File: src/rtl/core/kslp_pkg.sv
`default_nettype none
package kslp_pkg;

	// Per-key machine state.
	typedef enum logic [1:0] {
		MODE_WAIT    = 2'd0,
		MODE_COUNT   = 2'd1,
		MODE_RELEASE = 2'd2
	} mode_t;

	// Press flag held for each key until cleared.
	typedef enum logic [1:0] {
		FLAG_NONE  = 2'd0,
		FLAG_SHORT = 2'd1,
		FLAG_LONG  = 2'd2
	} flag_t;

	localparam int THR_W       = 8;
	localparam int COUNT_W     = 8;
	localparam int PIN_W       = 4;
	localparam int QUERY_W     = 2;
	localparam int MASK_W      = 4;
	localparam int IN_TDATA_W  = 8;
	localparam int OUT_TDATA_W = 16;
	localparam int CFG_IDX_W   = 1;

	localparam logic [THR_W-1:0] LONG_THR_RESET  = 8'd100;
	localparam logic [THR_W-1:0] SHORT_THR_RESET = 8'd8;

	// Register indexes on the configuration channel.
	localparam logic [CFG_IDX_W-1:0] REG_LONG_THR  = 1'b0;
	localparam logic [CFG_IDX_W-1:0] REG_SHORT_THR = 1'b1;

	// Thresholds seen by every lane.
	typedef struct packed {
		logic [THR_W-1:0] long_thr;
		logic [THR_W-1:0] short_thr;
	} thr_t;

	// What an accepted transaction asks of the lanes.
	typedef struct packed {
		logic step;
		logic clear;
	} cmd_t;

	// One result item.
	typedef struct packed {
		logic              queried_short;
		logic [MASK_W-1:0] long_mask;
		logic [MASK_W-1:0] short_mask;
	} result_t;

endpackage
`default_nettype wire

File: src/rtl/core/key_short_long_press_detector_top.sv
`default_nettype none
// Short and long key press detector for NUM_KEYS keys. Each input transaction
// is either a scan tick (s_tuser low) carrying the active-low pin levels of
// keys 0 to 3, or a clear command (s_tuser high) that drops every press flag
// without advancing the key machines. Keys at index 4 and above have no pin
// and always read as released. Each key counts the ticks it is held; once the
// count exceeds long_threshold its flag becomes long, and a release after more
// than short_threshold ticks sets it to short. Flags stay until cleared. Every
// input transaction yields exactly one result transaction holding the short
// and long masks and the short status of the key named by query_key (zero if
// that key does not exist). While the skid register is free, the block takes
// one item per clock cycle: all key machines update in parallel and the result
// is registered into the output register, or the skid register if the output
// stalls. A two-entry output stage (output register plus skid register) lets
// an item be accepted while the previous result still waits. Thresholds reset
// to 100 and 8 and should only be written while the block is idle.
module key_short_long_press_detector_top #(
	parameter int NUM_KEYS = 4
) (
	input  wire logic                                clk,
	input  wire logic                                arst_n,
	// Input stream.
	input  wire logic                                s_tvalid,
	output logic                                     s_tready,
	// tdata: pin_levels [3:0], query_key [5:4], zero [7:6].
	input  wire logic [kslp_pkg::IN_TDATA_W-1:0]     s_tdata,
	// tuser: operation (0 scan tick, 1 clear all flags).
	input  wire logic                                s_tuser,
	// Result stream.
	output logic                                     m_tvalid,
	input  wire logic                                m_tready,
	// tdata: short_mask [3:0], long_mask [7:4], queried_short [8], zero [15:9].
	output logic [kslp_pkg::OUT_TDATA_W-1:0]         m_tdata,
	// Configuration writes: index 0 long_threshold, index 1 short_threshold.
	input  wire logic                                cfg_valid,
	output logic                                     cfg_ready,
	input  wire logic [kslp_pkg::CFG_IDX_W-1:0]      cfg_index,
	input  wire logic [kslp_pkg::THR_W-1:0]          cfg_data
);
	import kslp_pkg::*;

	thr_t               thr_q;
	cmd_t               cmd;
	logic               in_acc;
	logic               out_take;
	logic [PIN_W-1:0]   pin_levels;
	logic [QUERY_W-1:0] query_key;
	flag_t              flags [NUM_KEYS];
	result_t            result;

	result_t            out_q;
	logic               out_valid_q;
	result_t            skid_q;
	logic               skid_valid_q;

	// The configuration channel never stalls.
	assign cfg_ready = 1'b1;

	always_ff @(posedge clk or negedge arst_n) begin
		if (!arst_n) begin
			thr_q.long_thr  <= LONG_THR_RESET;
			thr_q.short_thr <= SHORT_THR_RESET;
		end else if (cfg_valid) begin
			case (cfg_index)
				REG_LONG_THR:  thr_q.long_thr  <= cfg_data;
				REG_SHORT_THR: thr_q.short_thr <= cfg_data;
				default: begin
				end
			endcase
		end
	end

	// Input is taken whenever the skid register is free, so at most one
	// result can be waiting behind the output register.
	assign s_tready   = !skid_valid_q;
	assign in_acc     = s_tvalid && s_tready;
	assign out_take   = m_tvalid && m_tready;
	assign pin_levels = s_tdata[PIN_W-1:0];
	assign query_key  = s_tdata[PIN_W +: QUERY_W];

	assign cmd.step  = in_acc;
	assign cmd.clear = s_tuser;

	// One lane per key; keys without a pin see a released level.
	for (genvar k = 0; k < NUM_KEYS; k++) begin : g_lane
		logic down;
		if (k < PIN_W) begin : g_pin
			assign down = !pin_levels[k];
		end else begin : g_nopin
			assign down = 1'b0;
		end
		kslp_lane u_lane (
			.clk    (clk),
			.arst_n (arst_n),
			.cmd    (cmd),
			.thr    (thr_q),
			.down   (down),
			.flag_d (flags[k])
		);
	end

	kslp_merge #(
		.NUM_KEYS (NUM_KEYS)
	) u_merge (
		.flags     (flags),
		.query_key (query_key),
		.result    (result)
	);

	// Output register with a skid register behind it.
	always_ff @(posedge clk or negedge arst_n) begin
		if (!arst_n) begin
			out_valid_q  <= 1'b0;
			skid_valid_q <= 1'b0;
		end else if (out_take || !out_valid_q) begin
			if (skid_valid_q) begin
				out_valid_q  <= 1'b1;
				skid_valid_q <= 1'b0;
			end else begin
				out_valid_q <= in_acc;
			end
		end else if (in_acc) begin
			skid_valid_q <= 1'b1;
		end
	end

	always_ff @(posedge clk) begin
		if (out_take || !out_valid_q) begin
			if (skid_valid_q) begin
				out_q <= skid_q;
			end else if (in_acc) begin
				out_q <= result;
			end
		end else if (in_acc) begin
			skid_q <= result;
		end
	end

	assign m_tvalid = out_valid_q;
	assign m_tdata  = OUT_TDATA_W'(out_q);

endmodule
`default_nettype wire

File: src/rtl/core/kslp_lane.sv
`default_nettype none
// One key's press machine. flag_d is the flag as it stands after the
// current input item, so the merge stage can form the result in the same cycle.
module kslp_lane (
	input  wire logic           clk,
	input  wire logic           arst_n,
	input  wire kslp_pkg::cmd_t cmd,
	input  wire kslp_pkg::thr_t thr,
	input  wire logic           down,
	output kslp_pkg::flag_t     flag_d
);
	import kslp_pkg::*;

	mode_t               mode_q, mode_d;
	logic [COUNT_W-1:0]  count_q, count_d, count_inc;
	logic                once_q, once_d;
	flag_t               flag_q;

	assign count_inc = (count_q == '1) ? count_q : count_q + 1'b1;

	always_comb begin
		mode_d  = mode_q;
		count_d = count_q;
		once_d  = once_q;
		flag_d  = flag_q;
		if (cmd.clear) begin
			flag_d = FLAG_NONE;
		end else begin
			case (mode_q)
				MODE_WAIT: begin
					if (down) begin
						mode_d  = MODE_COUNT;
						once_d  = 1'b0;
						count_d = '0;
					end
				end
				MODE_COUNT: begin
					if (down) begin
						count_d = count_inc;
						if (count_inc > thr.long_thr) begin
							flag_d = FLAG_LONG;
							once_d = 1'b0;
							mode_d = MODE_RELEASE;
						end else begin
							once_d = 1'b1;
						end
					end else if (once_q && (count_q > thr.short_thr)) begin
						flag_d = FLAG_SHORT;
						mode_d = MODE_RELEASE;
					end else begin
						mode_d = MODE_WAIT;
					end
				end
				MODE_RELEASE: begin
					if (!down) begin
						mode_d = MODE_WAIT;
					end
				end
				default: begin
				end
			endcase
		end
	end

	always_ff @(posedge clk or negedge arst_n) begin
		if (!arst_n) begin
			mode_q  <= MODE_WAIT;
			count_q <= '0;
			once_q  <= 1'b0;
			flag_q  <= FLAG_NONE;
		end else if (cmd.step) begin
			mode_q  <= mode_d;
			count_q <= count_d;
			once_q  <= once_d;
			flag_q  <= flag_d;
		end
	end

endmodule
`default_nettype wire

File: src/rtl/core/kslp_merge.sv
`default_nettype none
// Gathers the lanes' flags into the two masks and the queried key's status.
module kslp_merge #(
	parameter int NUM_KEYS = 4
) (
	input  wire kslp_pkg::flag_t                 flags [NUM_KEYS],
	input  wire logic [kslp_pkg::QUERY_W-1:0]    query_key,
	output kslp_pkg::result_t                    result
);
	import kslp_pkg::*;

	// Only the first keys fit the masks; the query field cannot reach beyond them.
	localparam int MASK_KEYS = (NUM_KEYS < MASK_W) ? NUM_KEYS : MASK_W;

	always_comb begin
		result = '0;
		for (int k = 0; k < MASK_KEYS; k++) begin
			result.short_mask[k] = (flags[k] == FLAG_SHORT);
			result.long_mask[k]  = (flags[k] == FLAG_LONG);
			if ((query_key == QUERY_W'(k)) && (flags[k] == FLAG_SHORT)) begin
				result.queried_short = 1'b1;
			end
		end
	end

endmodule
`default_nettype wire

File: config.mk
export PLATFORM = sky130hd
export DESIGN_NAME = key_short_long_press_detector_top
export DESIGN_NICKNAME = d
export VERILOG_FILES = /design/src/rtl/core/kslp_pkg.sv /design/src/rtl/core/key_short_long_press_detector_top.sv /design/src/rtl/core/kslp_lane.sv /design/src/rtl/core/kslp_merge.sv
export SDC_FILE = /design/constraint.sdc
export NUM_CORES = 1
export LEC_CHECK = 0
export ABC_CLOCK_PERIOD_IN_PS = 7500
export CAP_MARGIN = 40
export CORE_AREA = 10 10 123 125
export DETAILED_ROUTE_END_ITERATION = 8
export DIE_AREA = 0 0 133 135
export DONT_BUFFER_PORTS = 1
export PLACE_DENSITY = 0.67
export SLEW_MARGIN = 20
export SYNTH_ARGS = -nofsm -noshare
export SYNTH_HDL_FRONTEND = slang
export SYNTH_SLANG_ARGS = --single-unit
File: constraint.sdc
create_clock -name clk -period 7.5 [get_ports clk]
set_input_delay 1.125 -clock clk [delete_from_list [all_inputs] [get_ports clk]]
set_output_delay 1.125 -clock clk [all_outputs]
set_load 0.05 [all_outputs]
==> impl_metrics.json <==
{
  "start_kind": "register",
  "hold_viol_final": 0,
  "dp_hpwl_um": 11150,
  "placed_area_mm2": 0.006344,
  "cts_buffers": 9,
  "wire_per_inst_um": 18.09,
  "io_buffer_count": 0,
  "slew_violations": 0,
  "ys_ff_latch": 88,
  "worst_pin_slew_ps": 915.5,
  "grt_first_pass_wirelength_um": 24450,
  "hold_slack_ps": 460.7,
  "synth.cell_area_mm2": 0.006237,
  "yosysWarnings": 0,
  "critPathKind": "reg -> reg",
  "stdcell_area_mm2": 0.006641,
  "first_pass_iters": 6,
  "drv_cap": 0,
  "grt_max_degree": 71,
  "antenna_found_initial": 0,
  "grt_setup_unrepaired": "false",
  "path_clk_slew_ps": 70,
  "ys_async_sr_fraction_pct": 79.55,
  "setup_ws_ps": 3856,
  "cts_tree": "yes",
  "synthCells": 661,
  "final_antenna_net_count": 0,
  "die_y_um": 135,
  "grtUsageTotal_pct": 17.01,
  "viasPerCell": 5.863,
  "grt-ovfl-total": 0,
  "fmax_mhz": 274.4,
  "die_area_mm2": 0.01796,
  "synth-edff-count": 18,
  "drtIter0Drc": 302,
  "synth_ff_type": "dfrtp_1",
  "post-route-period-util_pct": 48.59,
  "max_slew_margin_pct": 38.74,
  "synth.distinct_cells": 67,
  "dp_cells": 818,
  "post_cts_resized": 0,
  "drive_gt1_share_pct": 8.610,
  "clock-root-buffer": "clkbuf_16",
  "arrival_ps": 3870,
  "final_core_util_pct": 52.84,
  "power_density_mw_per_mm2": 265.9,
  "htreeDepth": 3,
  "post-route-min-period_ps": 3644,
  "route.vias.total": 4890,
  "diodes": 0,
  "grt_pass1_vias": 4833,
  "nets": 760,
  "pre_cts_ws_ps": 3936,
  "outcome": "complete, no violations",
  "ir_drop_mv": 0.1609,
  "fin_skew_ps": 12.25,
  "cts_sinks": 88,
  "setup_viol": 0,
  "layout_common_cells": "80 x ha_1, 68 x nand2_1, 66 x dfrtp_1, 54 x nor2_1, 43 x a21oi_1",
  "io-pin-count": 42,
  "clock_latency_ps": 360,
  "fp.dieW_um": 133,
  "core_mm2": 0.01257,
  "setup-tns-final_ps": 0,
  "stdcell_count": 834,
  "yosysSeqAreaShare_pct": 36.83,
  "ctsHoldBuffers": 0,
  "hold_path.class": "in -> async",
  "cp_max_fo": 6,
  "leakagePower_nw": 2.979,
  "syn_avg_cell_area_um2": 9.436,
  "final_common_cell": "ha_1",
  "gp_congestion": 0.8553,
  "power_mw": 1.766,
  "cp.required_ps": 7720,
  "routed_wl_um": 15090,
  "row_count": 41,
  "worstSetupEndpointType": "register",
  "drc": 0,
  "start_util_pct": 49.63,
  "area_growth_pct": 6.479,
  "cts_max_path_buffers": 2,
  "post-cts-setup-buffers": 0
}
[per-layer routing]
layer  vias up  global-route usage (%)  share of wire, %
li1       2402                       -                 -
met4         0                   7.885               2.7
met2       120                   28.00                47
met1      2344                   20.26                43
met5         -                       0                 0
met3        24                   4.636               6.8
[synthesized netlist by cell type (4+ instances only)]
cell      instances  area (um^2)
mux2_2           19        214.0
and2_1            5        31.28
and3_1            6        37.54
dfstp_2           4        105.1
nand2_1          68        255.2
o21a_1            6        45.04
o21ai_0          35        175.2
nand2b_1          6        37.54
a31oi_1           5        31.28
o31ai_1           8        60.06
o211ai_1         12        90.09
nand3_1          11        55.05
o22ai_1           5        31.28
nor2_1           54        202.7
dfrtp_1          66         1652
nor2b_1          13        81.33
mux2i_1           4        40.04
clkbuf_1          8        30.03
a21oi_1          43        215.2
a22o_1           24        210.2
buf_4             8        60.06
inv_1            38        142.6
ha_1             80         1001
nor3_1            6        30.03
or2_2             4        25.02
nand4_1          23        143.9
or3_1             5        31.28
xnor2_1          15        131.4
edfxtp_1         18        540.5
[area by class of cell]
class | instances | area [um^2]
well taps | 172 | 215.2
multi-input cells | 516 | 3670
inverters | 41 | 153.9
repair buffers | 1 | 7.507
fillers | 1113 | 5927
clock buffers | 10 | 229.0
clock inverters | 6 | 68.82
flip-flops and latches | 88 | 2297
[power breakdown]
| part | switching, mW | total (mW) | internal [mW] |
|---|---|---|---|
| logic | 0.374 | 0.635 | 0.261 |
| clock network | 0.199 | 0.459 | 0.260 |
| registers | 0.0941 | 0.672 | 0.578 |
[worst paths after layout]
check | startpoint | end | slack (ps) | cells past startpoint
max in group asynchronous | arst_n | thr_q[3] | 6800 | 0
min | arst_n | thr_q[15] | 460 | 0
min reg2reg | g_lane[0].u_lane.once_q | g_lane[0].u_lane.once_q | 480 | 2
min in group clk | g_lane[0].u_lane.once_q | g_lane[0].u_lane.once_q | 480 | 2
max | g_lane[2].u_lane.count_q[1] | m_tdata[8] | 3860 | 12
max reg2reg | g_lane[2].u_lane.count_q[1] | m_tdata[8] | 3860 | 12
[state kept, by name, summed over array words and instances, names as in the netlist]
signal and flops:
g_lane.u_lane.count_q 32, g_lane.u_lane.flag_q 8, g_lane.u_lane.mode_q 8, g_lane.u_lane.once_q 4, m_tdata 9, m_tvalid 1
skid_q 9, skid_valid_q 1, thr_q 16
[cells by family (layout without fill, tap and decap cells)]
family	after synthesis	count (layout)	synth area share, %
fa+ha+maj	80	80	16.05
other cells	2	8	0.1204
xor+xnor	18	18	2.528
compound gates	168	168	18.15
buf+inv	63	58	4.694
mux	23	23	4.072
simple gates	219	219	17.55
flops	88	88	36.83
[critical path, cell delays in order, from the launching register on]
cell      delay [ps]
dfrtp_1          450
ha_1             230
and3_1           260
nand3_1          210
mux2_2           350
ha_1             290
nor2b_1          130
o211ai_1         160
a21oi_1          110
o21ai_0          600
o211ai_1         260
o221ai_1         290
a31o_1           170
No activity file was read; power rests on OpenSTA's default activity.
